--- src/rtl/cmct_pkg.sv ---
package cmct_pkg;

  // Fixed field and accumulator widths.
  localparam int unsigned CHAN_W     = 8;
  localparam int unsigned TOL_W      = 10;
  localparam int unsigned DIM_W      = 13;
  localparam int unsigned SUM_W      = 36;
  localparam int unsigned CNT_W      = 25;
  localparam int unsigned CEN_W      = 16;
  localparam int unsigned CFG_IDX_W  = 3;
  localparam int unsigned CFG_DATA_W = 13;

  // Shared divider sizes.
  localparam int unsigned DVD_W = SUM_W;
  localparam int unsigned DVS_W = CNT_W;
  localparam int unsigned IT_W  = 6;

  // Defaults for the top level parameters.
  localparam int unsigned MAX_DIMENSION_DEF = 4096;
  localparam int unsigned MIN_MATCHES_DEF   = 30;

  localparam logic [CHAN_W-1:0] WHITE = 8'd255;
  localparam logic [CHAN_W-1:0] RST_TARGET = 8'd0;
  localparam logic [TOL_W-1:0]  RST_TOL    = 10'd40;
  localparam logic [CHAN_W-1:0] RST_STEP   = 8'd55;
  localparam logic [DIM_W-1:0]  RST_WIDTH  = 13'd320;
  localparam logic [DIM_W-1:0]  RST_HEIGHT = 13'd240;

  typedef enum logic [CFG_IDX_W-1:0] {
    CFG_TARGET_RED   = 3'd0,
    CFG_TARGET_GREEN = 3'd1,
    CFG_TARGET_BLUE  = 3'd2,
    CFG_TOLERANCE    = 3'd3,
    CFG_LEVEL_STEP   = 3'd4,
    CFG_FRAME_WIDTH  = 3'd5,
    CFG_FRAME_HEIGHT = 3'd6
  } cfg_idx_e;

  // Operations run on the shared divider.
  typedef enum logic [2:0] {
    OP_RED   = 3'd0,
    OP_GREEN = 3'd1,
    OP_BLUE  = 3'd2,
    OP_AVGX  = 3'd3,
    OP_QX    = 3'd4,
    OP_AVGY  = 3'd5,
    OP_QY    = 3'd6
  } div_op_e;

  typedef struct packed {
    logic [CHAN_W-1:0] pixel_red;
    logic [CHAN_W-1:0] pixel_green;
    logic [CHAN_W-1:0] pixel_blue;
    logic              end_of_frame;
  } pix_in_t;

  typedef struct packed {
    logic [CHAN_W-1:0] out_red;
    logic [CHAN_W-1:0] out_green;
    logic [CHAN_W-1:0] out_blue;
    logic              is_match;
    logic              frame_done;
    logic [CEN_W-1:0]  centroid_x;
    logic [CEN_W-1:0]  centroid_y;
    logic              centroid_updated;
  } pix_out_t;

  typedef struct packed {
    logic [CHAN_W-1:0] target_red;
    logic [CHAN_W-1:0] target_green;
    logic [CHAN_W-1:0] target_blue;
    logic [TOL_W-1:0]  match_tolerance;
    logic [CHAN_W-1:0] level_step;
    logic [DIM_W-1:0]  frame_width;
    logic [DIM_W-1:0]  frame_height;
  } cfg_t;

  typedef struct packed {
    logic    load_pix;
    logic    div_start;
    logic    div_store;
    logic    do_match;
    logic    out_write;
    div_op_e op;
  } ctrl_cmd_t;

  typedef struct packed {
    logic div_done;
    logic upd_now;
    logic out_free;
  } dp_status_t;

endpackage

--- src/rtl/cmct_cfg.sv ---
module cmct_cfg (
  input  logic                               clk_i,
  input  logic                               rst_ni,
  input  logic                               cfg_valid_i,
  output logic                               cfg_ready_o,
  input  logic [cmct_pkg::CFG_IDX_W-1:0]     cfg_index_i,
  input  logic [cmct_pkg::CFG_DATA_W-1:0]    cfg_data_i,
  output cmct_pkg::cfg_t                     cfg_o
);
  import cmct_pkg::*;

  cfg_t cfg_q, cfg_d;

  assign cfg_ready_o = 1'b1;
  assign cfg_o       = cfg_q;

  // Register file write decode; unknown indexes are ignored.
  always_comb begin
    cfg_d = cfg_q;
    if (cfg_valid_i) begin
      case (cfg_idx_e'(cfg_index_i))
        CFG_TARGET_RED:   cfg_d.target_red      = cfg_data_i[CHAN_W-1:0];
        CFG_TARGET_GREEN: cfg_d.target_green    = cfg_data_i[CHAN_W-1:0];
        CFG_TARGET_BLUE:  cfg_d.target_blue     = cfg_data_i[CHAN_W-1:0];
        CFG_TOLERANCE:    cfg_d.match_tolerance = cfg_data_i[TOL_W-1:0];
        CFG_LEVEL_STEP:   cfg_d.level_step      = cfg_data_i[CHAN_W-1:0];
        CFG_FRAME_WIDTH:  cfg_d.frame_width     = cfg_data_i[DIM_W-1:0];
        CFG_FRAME_HEIGHT: cfg_d.frame_height    = cfg_data_i[DIM_W-1:0];
        default: ;
      endcase
    end
  end

  always_ff @(posedge clk_i or negedge rst_ni) begin
    if (!rst_ni) begin
      cfg_q.target_red      <= RST_TARGET;
      cfg_q.target_green    <= RST_TARGET;
      cfg_q.target_blue     <= RST_TARGET;
      cfg_q.match_tolerance <= RST_TOL;
      cfg_q.level_step      <= RST_STEP;
      cfg_q.frame_width     <= RST_WIDTH;
      cfg_q.frame_height    <= RST_HEIGHT;
    end else begin
      cfg_q <= cfg_d;
    end
  end

endmodule

--- src/rtl/cmct_div.sv ---
module cmct_div (
  input  logic                          clk_i,
  input  logic                          rst_ni,
  input  logic                          start_i,
  input  logic [cmct_pkg::DVD_W-1:0]    dividend_i,
  input  logic [cmct_pkg::DVS_W-1:0]    divisor_i,
  input  logic [cmct_pkg::IT_W-1:0]     iters_i,
  output logic                          done_o,
  output logic [cmct_pkg::DVD_W-1:0]    quot_o,
  output logic [cmct_pkg::DVS_W-1:0]    rem_o
);
  import cmct_pkg::*;

  logic [DVD_W-1:0] dvd_q, quo_q;
  logic [DVS_W-1:0] dvs_q, rem_q;
  logic [IT_W-1:0]  cnt_q;
  logic             busy_q, done_q;
  logic [DVS_W:0]   trial;
  logic             fits;
  logic [IT_W-1:0]  shamt;

  // Restoring division, one quotient bit per cycle.
  assign trial = {rem_q, dvd_q[DVD_W-1]};
  assign fits  = trial >= {1'b0, dvs_q};
  assign shamt = IT_W'(DVD_W) - iters_i;

  assign done_o = done_q;
  assign quot_o = quo_q;
  assign rem_o  = rem_q;

  always_ff @(posedge clk_i or negedge rst_ni) begin
    if (!rst_ni) begin
      busy_q <= 1'b0;
      done_q <= 1'b0;
      cnt_q  <= '0;
    end else begin
      done_q <= 1'b0;
      if (start_i) begin
        busy_q <= 1'b1;
        cnt_q  <= iters_i;
      end else if (busy_q) begin
        cnt_q <= cnt_q - 1'b1;
        if (cnt_q == IT_W'(1)) begin
          busy_q <= 1'b0;
          done_q <= 1'b1;
        end
      end
    end
  end

  // Operand and partial result registers.
  always_ff @(posedge clk_i) begin
    if (start_i) begin
      dvd_q <= dividend_i << shamt;
      dvs_q <= divisor_i;
      rem_q <= '0;
      quo_q <= '0;
    end else if (busy_q) begin
      dvd_q <= {dvd_q[DVD_W-2:0], 1'b0};
      quo_q <= {quo_q[DVD_W-2:0], fits};
      rem_q <= fits ? DVS_W'(trial - {1'b0, dvs_q}) : trial[DVS_W-1:0];
    end
  end

endmodule

--- src/rtl/cmct_ctrl.sv ---
module cmct_ctrl (
  input  logic                  clk_i,
  input  logic                  rst_ni,
  input  logic                  in_valid_i,
  output logic                  in_stall_o,
  input  cmct_pkg::dp_status_t  status_i,
  output cmct_pkg::ctrl_cmd_t   cmd_o
);
  import cmct_pkg::*;

  typedef enum logic [4:0] {
    S_IDLE  = 5'b00001,
    S_START = 5'b00010,
    S_WAIT  = 5'b00100,
    S_MATCH = 5'b01000,
    S_OUT   = 5'b10000
  } state_e;

  state_e  state_q, state_d;
  div_op_e op_q, op_d;

  assign in_stall_o = (state_q != S_IDLE);

  // Sequencing: three channel divisions, match, then the centroid divisions at a frame end that updates, then output.
  always_comb begin
    state_d       = state_q;
    op_d          = op_q;
    cmd_o         = '0;
    cmd_o.op      = op_q;
    case (state_q)
      S_IDLE: begin
        if (in_valid_i) begin
          cmd_o.load_pix = 1'b1;
          op_d           = OP_RED;
          state_d        = S_START;
        end
      end
      S_START: begin
        cmd_o.div_start = 1'b1;
        state_d         = S_WAIT;
      end
      S_WAIT: begin
        if (status_i.div_done) begin
          cmd_o.div_store = 1'b1;
          case (op_q)
            OP_RED:   begin op_d = OP_GREEN; state_d = S_START; end
            OP_GREEN: begin op_d = OP_BLUE;  state_d = S_START; end
            OP_BLUE:  state_d = S_MATCH;
            OP_AVGX:  begin op_d = OP_QX;    state_d = S_START; end
            OP_QX:    begin op_d = OP_AVGY;  state_d = S_START; end
            OP_AVGY:  begin op_d = OP_QY;    state_d = S_START; end
            default:  state_d = S_OUT;
          endcase
        end
      end
      S_MATCH: begin
        cmd_o.do_match = 1'b1;
        if (status_i.upd_now) begin
          op_d    = OP_AVGX;
          state_d = S_START;
        end else begin
          state_d = S_OUT;
        end
      end
      S_OUT: begin
        if (status_i.out_free) begin
          cmd_o.out_write = 1'b1;
          state_d         = S_IDLE;
        end
      end
      default: state_d = S_IDLE;
    endcase
  end

  always_ff @(posedge clk_i or negedge rst_ni) begin
    if (!rst_ni) begin
      state_q <= S_IDLE;
      op_q    <= OP_RED;
    end else begin
      state_q <= state_d;
      op_q    <= op_d;
    end
  end

endmodule

--- src/rtl/cmct_dp.sv ---
module cmct_dp #(
  parameter int unsigned MAX_DIMENSION = cmct_pkg::MAX_DIMENSION_DEF,
  parameter int unsigned MIN_MATCHES   = cmct_pkg::MIN_MATCHES_DEF
) (
  input  logic                  clk_i,
  input  logic                  rst_ni,
  input  cmct_pkg::pix_in_t     in_data_i,
  input  cmct_pkg::cfg_t        cfg_i,
  input  cmct_pkg::ctrl_cmd_t   cmd_i,
  output cmct_pkg::dp_status_t  status_o,
  output logic                  out_valid_o,
  input  logic                  out_stall_i,
  output cmct_pkg::pix_out_t    out_data_o
);
  import cmct_pkg::*;

  localparam int unsigned CW = $clog2(MAX_DIMENSION);
  localparam int unsigned DW = CW + 1;

  pix_in_t           pix_q;
  logic [CHAN_W-1:0] post_q [3];
  logic [CW-1:0]     col_q, row_q, avg_q;
  logic [SUM_W-1:0]  xsum_q, ysum_q;
  logic [CNT_W-1:0]  cnt_q;
  logic [CEN_W-1:0]  cenx_q, ceny_q;
  logic              match_q, upd_q;
  logic              out_valid_q;
  pix_out_t          out_q;

  logic [CHAN_W-1:0] step;
  logic [DW-1:0]     wdim, hdim;
  logic [DVD_W-1:0]  dividend, quot;
  logic [DVS_W-1:0]  divisor, rem;
  logic [IT_W-1:0]   iters;
  logic              div_done;
  logic [CHAN_W-1:0] chan_v;
  logic [CHAN_W-1:0] post_v;
  logic [CEN_W-1:0]  q_sat;

  logic [CHAN_W:0]   dr, dg, db;
  logic [TOL_W-1:0]  color_gap;
  logic              match_d;
  logic [SUM_W:0]    xs_add, ys_add;
  logic [CNT_W:0]    c_add;
  logic [SUM_W-1:0]  xsum_d, ysum_d;
  logic [CNT_W-1:0]  cnt_d;

  // Effective step and clamped frame size.
  assign step = (cfg_i.level_step == '0) ? CHAN_W'(1) : cfg_i.level_step;

  function automatic logic [DW-1:0] clamp_dim(input logic [DIM_W-1:0] d);
    if (d == '0) begin
      return DW'(1);
    end else if (int'(d) > int'(MAX_DIMENSION)) begin
      return DW'(MAX_DIMENSION);
    end
    return DW'(d);
  endfunction

  assign wdim = clamp_dim(cfg_i.frame_width);
  assign hdim = clamp_dim(cfg_i.frame_height);

  // Divider operand selection.
  always_comb begin
    chan_v   = pix_q.pixel_red;
    dividend = DVD_W'(chan_v);
    divisor  = DVS_W'(step);
    iters    = IT_W'(CHAN_W);
    case (cmd_i.op)
      OP_RED:   chan_v = pix_q.pixel_red;
      OP_GREEN: chan_v = pix_q.pixel_green;
      OP_BLUE:  chan_v = pix_q.pixel_blue;
      OP_AVGX: begin
        dividend = xsum_q;
        divisor  = cnt_q;
        iters    = IT_W'(DVD_W);
      end
      OP_AVGY: begin
        dividend = ysum_q;
        divisor  = cnt_q;
        iters    = IT_W'(DVD_W);
      end
      OP_QX: begin
        dividend = DVD_W'({avg_q, 16'd0});
        divisor  = DVS_W'(wdim);
        iters    = IT_W'(CW + 16);
      end
      OP_QY: begin
        dividend = DVD_W'({avg_q, 16'd0});
        divisor  = DVS_W'(hdim);
        iters    = IT_W'(CW + 16);
      end
      default: ;
    endcase
    if (cmd_i.op == OP_RED || cmd_i.op == OP_GREEN || cmd_i.op == OP_BLUE) begin
      dividend = DVD_W'(chan_v);
    end
  end

  cmct_div u_div (
    .clk_i      (clk_i),
    .rst_ni     (rst_ni),
    .start_i    (cmd_i.div_start),
    .dividend_i (dividend),
    .divisor_i  (divisor),
    .iters_i    (iters),
    .done_o     (div_done),
    .quot_o     (quot),
    .rem_o      (rem)
  );

  assign post_v = chan_v - rem[CHAN_W-1:0];
  assign q_sat  = (quot > DVD_W'(16'hFFFF)) ? 16'hFFFF : quot[CEN_W-1:0];

  // Color distance and accumulator updates.
  function automatic logic [CHAN_W:0] absdiff(input logic [CHAN_W-1:0] a,
                                              input logic [CHAN_W-1:0] b);
    return (a > b) ? {1'b0, a - b} : {1'b0, b - a};
  endfunction

  assign dr        = absdiff(cfg_i.target_red, post_q[0]);
  assign dg        = absdiff(cfg_i.target_green, post_q[1]);
  assign db        = absdiff(cfg_i.target_blue, post_q[2]);
  assign color_gap = TOL_W'(dr) + TOL_W'(dg) + TOL_W'(db);
  assign match_d   = color_gap < cfg_i.match_tolerance;

  assign xs_add = {1'b0, xsum_q} + (SUM_W + 1)'(col_q);
  assign ys_add = {1'b0, ysum_q} + (SUM_W + 1)'(row_q);
  assign c_add  = {1'b0, cnt_q} + (CNT_W + 1)'(1);

  always_comb begin
    xsum_d = xsum_q;
    ysum_d = ysum_q;
    cnt_d  = cnt_q;
    if (match_d) begin
      xsum_d = xs_add[SUM_W] ? '1 : xs_add[SUM_W-1:0];
      ysum_d = ys_add[SUM_W] ? '1 : ys_add[SUM_W-1:0];
      cnt_d  = c_add[CNT_W] ? '1 : c_add[CNT_W-1:0];
    end
  end

  assign status_o.div_done = div_done;
  assign status_o.upd_now  = pix_q.end_of_frame && (cnt_d > CNT_W'(MIN_MATCHES));
  assign status_o.out_free = !out_valid_q || !out_stall_i;

  // Pixel, posterized channels and centroid results.
  always_ff @(posedge clk_i) begin
    if (cmd_i.load_pix) begin
      pix_q <= in_data_i;
    end
    if (cmd_i.div_store) begin
      case (cmd_i.op)
        OP_RED:   post_q[0] <= post_v;
        OP_GREEN: post_q[1] <= post_v;
        OP_BLUE:  post_q[2] <= post_v;
        OP_AVGX:  avg_q     <= quot[CW-1:0];
        OP_AVGY:  avg_q     <= quot[CW-1:0];
        default: ;
      endcase
    end
    if (cmd_i.do_match) begin
      match_q <= match_d;
      upd_q   <= status_o.upd_now;
    end
  end

  // Counters, sums and held centroid.
  always_ff @(posedge clk_i or negedge rst_ni) begin
    if (!rst_ni) begin
      col_q  <= '0;
      row_q  <= '0;
      xsum_q <= '0;
      ysum_q <= '0;
      cnt_q  <= '0;
      cenx_q <= '0;
      ceny_q <= '0;
    end else begin
      if (cmd_i.div_store && cmd_i.op == OP_QX) begin
        cenx_q <= q_sat;
      end
      if (cmd_i.div_store && cmd_i.op == OP_QY) begin
        ceny_q <= q_sat;
      end
      if (cmd_i.do_match) begin
        xsum_q <= xsum_d;
        ysum_q <= ysum_d;
        cnt_q  <= cnt_d;
        if (pix_q.end_of_frame) begin
          col_q <= '0;
          row_q <= '0;
        end else if ({1'b0, col_q} + DW'(1) >= wdim) begin
          col_q <= '0;
          if (row_q < CW'(MAX_DIMENSION - 1)) begin
            row_q <= row_q + 1'b1;
          end
        end else begin
          col_q <= col_q + 1'b1;
        end
      end
      if (cmd_i.out_write && pix_q.end_of_frame) begin
        xsum_q <= '0;
        ysum_q <= '0;
        cnt_q  <= '0;
      end
    end
  end

  // Output register.
  always_ff @(posedge clk_i or negedge rst_ni) begin
    if (!rst_ni) begin
      out_valid_q <= 1'b0;
    end else if (cmd_i.out_write) begin
      out_valid_q <= 1'b1;
    end else if (!out_stall_i) begin
      out_valid_q <= 1'b0;
    end
  end

  always_ff @(posedge clk_i) begin
    if (cmd_i.out_write) begin
      out_q.out_red          <= match_q ? WHITE : post_q[0];
      out_q.out_green        <= match_q ? WHITE : post_q[1];
      out_q.out_blue         <= match_q ? WHITE : post_q[2];
      out_q.is_match         <= match_q;
      out_q.frame_done       <= pix_q.end_of_frame;
      out_q.centroid_x       <= cenx_q;
      out_q.centroid_y       <= ceny_q;
      out_q.centroid_updated <= upd_q;
    end
  end

  assign out_valid_o = out_valid_q;
  assign out_data_o  = out_q;

endmodule

--- src/rtl/color_match_centroid_tracker.sv ---
// Color match centroid tracker: takes RGB pixels in raster order, posterizes each channel
// to multiples of the level step, marks a pixel as matched (sent out white) when its L1
// distance to the target color is below the tolerance, and at each end-of-frame pixel
// updates the held centroid, as Q0.16 fractions of width and height, when more than
// MIN_MATCHES pixels matched. One item is processed at a time on a single shared
// bit-serial divider: each item passes through the accepting state, three 8-bit posterize
// divisions, a match step and an output step, and the next item is taken only after the
// current one is written to the output register. An end-of-frame pixel with an update
// also runs the averaging and normalizing divisions for x and y. A finished item waits
// in the output register while the next item is taken in. The user must write the
// registers through the configuration port, at any index from 0 (target red) to 6
// (frame height), only while the block is idle; the block itself does not enforce this.
module color_match_centroid_tracker #(
  parameter int unsigned MAX_DIMENSION = cmct_pkg::MAX_DIMENSION_DEF,
  parameter int unsigned MIN_MATCHES   = cmct_pkg::MIN_MATCHES_DEF
) (
  input  logic                              clk_i,
  input  logic                              rst_ni,
  input  logic                              in_valid_i,
  output logic                              in_stall_o,
  input  cmct_pkg::pix_in_t                 in_data_i,
  output logic                              out_valid_o,
  input  logic                              out_stall_i,
  output cmct_pkg::pix_out_t                out_data_o,
  input  logic                              cfg_valid_i,
  output logic                              cfg_ready_o,
  input  logic [cmct_pkg::CFG_IDX_W-1:0]    cfg_index_i,
  input  logic [cmct_pkg::CFG_DATA_W-1:0]   cfg_data_i
);
  import cmct_pkg::*;

  cfg_t       cfg;
  ctrl_cmd_t  cmd;
  dp_status_t status;

  cmct_cfg u_cfg (
    .clk_i       (clk_i),
    .rst_ni      (rst_ni),
    .cfg_valid_i (cfg_valid_i),
    .cfg_ready_o (cfg_ready_o),
    .cfg_index_i (cfg_index_i),
    .cfg_data_i  (cfg_data_i),
    .cfg_o       (cfg)
  );

  cmct_ctrl u_ctrl (
    .clk_i      (clk_i),
    .rst_ni     (rst_ni),
    .in_valid_i (in_valid_i),
    .in_stall_o (in_stall_o),
    .status_i   (status),
    .cmd_o      (cmd)
  );

  cmct_dp #(
    .MAX_DIMENSION (MAX_DIMENSION),
    .MIN_MATCHES   (MIN_MATCHES)
  ) u_dp (
    .clk_i       (clk_i),
    .rst_ni      (rst_ni),
    .in_data_i   (in_data_i),
    .cfg_i       (cfg),
    .cmd_i       (cmd),
    .status_o    (status),
    .out_valid_o (out_valid_o),
    .out_stall_i (out_stall_i),
    .out_data_o  (out_data_o)
  );

endmodule

--- config.mk ---
export PLATFORM = sky130hd
export DESIGN_NAME = color_match_centroid_tracker
export DESIGN_NICKNAME = d
export VERILOG_FILES = /design/src/rtl/cmct_pkg.sv /design/src/rtl/cmct_cfg.sv /design/src/rtl/cmct_div.sv /design/src/rtl/cmct_ctrl.sv /design/src/rtl/cmct_dp.sv /design/src/rtl/color_match_centroid_tracker.sv
export SDC_FILE = /design/constraint.sdc
export NUM_CORES = 1
export LEC_CHECK = 0
export ABC_CLOCK_PERIOD_IN_PS = 8200
export BUFFER_PORTS_ARGS = -buffer_cell sky130_fd_sc_hd__buf_2
export CAP_MARGIN = 20
export CORE_MARGIN = 4
export CORE_UTILIZATION = 30
export CTS_CLUSTER_SIZE = 12
export DETAILED_ROUTE_END_ITERATION = 8
export SETUP_SLACK_MARGIN = 0.15
export SLEW_MARGIN = 15
export SYNTH_ARGS = -nofsm -noshare
export SYNTH_HDL_FRONTEND = slang
export SYNTH_SLANG_ARGS = --single-unit
--- constraint.sdc ---
create_clock -name clk_i -period 8.2 [get_ports clk_i]
set_input_delay 1.23 -clock clk_i [delete_from_list [all_inputs] [get_ports clk_i]]
set_output_delay 1.23 -clock clk_i [all_outputs]
set_load 0.01 [all_outputs]
==> summary.json <==
{
  "final_layout": {
    "fin_cells": 4030,
    "area_growth_from_synthesis_to_layout_pct": 13.97,
    "fin_nets": 3017,
    "layout-drive-gt1-share": 0.1344
  },
  "timing": {
    "rsz_0062_raised_after_global_routing": "no",
    "setup_total_negative_slack_ns": 0,
    "timing.final.hold_violations": 0,
    "setup_violation_total_in_the_final_timing_report": 0,
    "final.setup_skew_ns": 0.03173,
    "min_setup_slack_post_route_ns": 0.6520,
    "worst_max_slew_pin_slew_ns": 1.088,
    "fmax_mhz": 132.5,
    "fin_crit_ns": 7.548,
    "hold_ws_ns": 0.4449,
    "finalCritPeriodShare": 0.9205,
    "report.final.slew_viol_count": 0,
    "max-slew-margin-rel": 0.2750
  },
  "worst_hold_path": {
    "hold-path-cell-count": 0,
    "timing.hold.worst_endpoint": "u_dp.out_data_o[16]$_DFFE_PP_",
    "worst_hold_path_type": "reg -> reg",
    "hold_path_startpoint": "u_dp.ceny_q[15]$_DFFE_PN0P_"
  },
  "critical_path": {
    "worst_r2r_startpoint": "u_dp.post_q[0][18]$_DFFE_PP_",
    "cp.arrival_ns": 8.01,
    "slowest_stage": "or3_1",
    "cp-end-kind": "flip-flop",
    "timing.reg2reg.worst_path_depth": 26,
    "critical_path.reg2reg.endpoint": "u_dp.cnt_q[14]$_DFFE_PN0P_",
    "reg2reg_setup_slack_ns": 0.65,
    "path_class": "reg -> reg",
    "critical-path-max-stage-delay_ns": 0.64,
    "setup.worst_path.start_class": "flip-flop",
    "cp.required_ns": 8.66,
    "crit_fanout": 32,
    "critical_path.most_common_cell": "a21oi_1"
  },
  "synth": {
    "post-synth-top-area-cell": "dfrtp_1",
    "synth_seq_cells": 482,
    "ys_top_cells_by_count": "257 x nand2_1, 224 x dfrtp_1, 214 x nor2_1",
    "asyncSetResetFlopFracSynth": 0.4938,
    "mappedNetlistNets": 2951,
    "synth.most_common_cell": "nand2_1",
    "yosys-top-cells-area": "dfrtp_1 21%, edfxtp_1 20%, ha_1 6.3%, dfxtp_1 4.5%, o21ai_0 3.6%",
    "syn_area_per_cell_um2": 9.803,
    "synthCells": 2751,
    "post_synth_num_cell_types": 90,
    "area_share_of_the_largest_cell_type_after_synthesis": 0.2079,
    "syn-cell-area_um2": 26970,
    "synth_enable_flop_cells": 183,
    "yosysSeqAreaShare": 0.4705,
    "synthFlopType": "dfrtp_1",
    "number_of_warning_messages_in_the_yosys_log": 0
  },
  "power_and_ir_drop": {
    "combinational_power_share": 0.445,
    "totalPowerFinal_mw": 10.84,
    "peak_vdd_ir_uv": 379.9,
    "power.clock.fraction": 0.241,
    "share_of_total_power_consumed_by_net_switching": 0.4027,
    "seq_pwr_share": 0.314,
    "switching_power_mw": 4.366,
    "power_report.internal_total_mw": 6.477,
    "power_density_nw_per_um2": 352.8,
    "power_leakage_nw": 12.69
  },
  "placed_design": {
    "dp_cells": 3920,
    "dp.final_hpwl_um": 55610,
    "port-buffer-count": 106,
    "globalplace.congestion": 0.8944,
    "pre_cts_ws_ns": 0.4154
  },
  "route": {
    "wl_met3_um": 5472,
    "top_signal_layer_used": "met4",
    "wl_per_cell_um": 19.29,
    "routed_via_density": 5.247,
    "drt-met1-wl_um": 35800,
    "drc": 0,
    "dr.first_iter.drc_count": 1861,
    "drt_total_wl_um": 77730,
    "detail-route-antenna-nets": 0,
    "wl_met2_um": 34930,
    "drt_pre_antenna_iters": 7,
    "via_count_of_the_routed_design": 21150
  },
  "clocking": {
    "cts_tree": "built",
    "htree_num_levels": 2,
    "ctsLongestPathBuffers": 3,
    "clock_latency_on_the_worst_skew_pair_ns": 0.63,
    "cts.sinks": 482,
    "cts_hold_buf": 0,
    "cts_made_buffers": 56,
    "cts.root.buffer_cell": "clkbuf_16",
    "path_clk_slew_ns": 0.06
  },
  "job": {
    "drv.max_cap_violation_count": 0
  },
  "die": {
    "placeableCoreArea_um2": 88780,
    "height_of_the_die_um": 307.8,
    "initial_utilization": 0.3038,
    "top_level_ports": 108,
    "fp.dieArea_um2": 94760,
    "die_width_um": 307.8,
    "row_count": 109
  },
  "global_routing": {
    "grt_pass1_vias": 20310,
    "grt_usage": 0.1613,
    "global_route_wire_length_before_repair_um": 121500,
    "grt.overflow.total": 0,
    "grt_start_max_net_pins": 109,
    "antenna_found_initial": 2
  },
  "outcome": {
    "status": "complete, no violations"
  }
}
## worst max-delay path by stage
stage / from / end / slack [ns] / depth (start not counted)
5_1_grt: u_dp.post_q[0][18]$_DFFE_PP_ / u_ctrl.op_q[1]$_DFFE_PN0P_ / 0.18 / 31
3_3_place_gp: u_dp.post_q[0][8]$_DFFE_PP_ / u_ctrl.op_q[1]$_DFFE_PN0P_ / 0.52 / 31
2_1_floorplan: u_cfg.cfg_o[44]$_DFFE_PN0P_ / u_ctrl.op_q[1]$_DFFE_PN0P_ / 1.50 / 32
4_1_cts: u_dp.post_q[0][8]$_DFFE_PP_ / u_dp.ysum_q[34]$_DFFE_PN0P_ / 0.36 / 29
6_report: u_dp.post_q[0][18]$_DFFE_PP_ / u_dp.cnt_q[14]$_DFFE_PN0P_ / 0.65 / 26
3_5_place_dp: u_dp.post_q[0][8]$_DFFE_PP_ / u_ctrl.op_q[1]$_DFFE_PN0P_ / 0.42 / 31
## registers in the layout, summed over array words and instances, names as in the netlist, 3 cells and up
register,flops
u_ctrl.state_q,5
u_ctrl.op_q,3
u_dp.u_div.rem_o,25
u_dp.cenx_q,16
u_dp.xsum_q,36
u_dp.pix_q,25
u_dp.ceny_q,16
u_dp.avg_q,12
u_dp.u_div.quot_o,36
u_dp.out_data_o,59
u_dp.col_q,12
u_dp.u_div.dvs_q,25
u_dp.cnt_q,25
u_dp.u_div.cnt_q,6
u_cfg.cfg_o,68
u_dp.u_div.dvd_q,36
u_dp.ysum_q,36
u_dp.row_q,12
u_dp.post_q,24
## critical path: cells and delay by family, from the launching register on
family	cells	cell delay, ns
xor gates and xnor gates	2	0.26
and+or+nand+nor	5	1.39
adders and majority gates	4	1.63
DFF	1	0.43
AOI/OAI and AO/OA	11	2.71
buffers and inverters	4	0.90
## kinds of logic after synthesis
| kind of cell | after synthesis | synth area share |
|---|---|---|
| AO/OA/AOI/OAI | 713 | 0.1704 |
| multiplexers | 142 | 0.05549 |
| adder cells (fa/ha/maj) | 154 | 0.07674 |
| other | 1 | 0.0001391 |
| AND/OR/NAND/NOR | 867 | 0.1546 |
| buffers and inverters | 304 | 0.04352 |
| XOR/XNOR | 88 | 0.02858 |
| flip-flops | 482 | 0.4705 |
## cells in the final DEF (no fill, tap or decap), types with 105 or more instances in the layout
cell      instances
nor2_1          211
buf_2           105
nand2_1         256
a21oi_1         182
ha_1            135
dfrtp_1         221
o21ai_0         194
edfxtp_1        183
inv_1           161
## power by group through the flow
| stage | logic [mW] | clock network [mW] | registers (mW) |
|---|---|---|---|
| after floorplan | 3.45 | 0 | 3.32 |
| after global placement | 4.67 | 0 | 3.44 |
| after detailed placement | 4.70 | 0 | 3.45 |
| after CTS | 4.73 | 2.67 | 3.40 |
| after global routing | 5.37 | 2.76 | 3.45 |
| final | 4.83 | 2.61 | 3.40 |
## stage by stage
stage               cell area (um^2)    util
global placement               28760  0.3239
CTS                            30690  0.3456
floorplan                      26970       -
detailed placement             28760  0.3239
global route                   30730  0.3462
finish                         30740  0.3462
## what timing repair did
item                       in CTS  in global routing
setup buffers                   0                  2
setup endpoints to repair       0                 23
resized for setup               0                  2
## area by class of cell
cell class                 count  area, um^2
inverter                     164       615.6
multi-input combinational   1965       13170
clock buffer                  77        1562
timing repair buffer         148       868.3
clock inverter                28       366.6
fill                        8950       58050
sequential                   482       12700
antenna                        1       2.502
tap                         1165        1458
## metal layers
layer  up-vias  global-route usage
met5         -                   0
met2       700              0.2557
met3        97             0.02716
met1     10250              0.2324
met4         0             0.03401
li1      10100                   -
No activity file was read; power rests on OpenSTA's default activity.
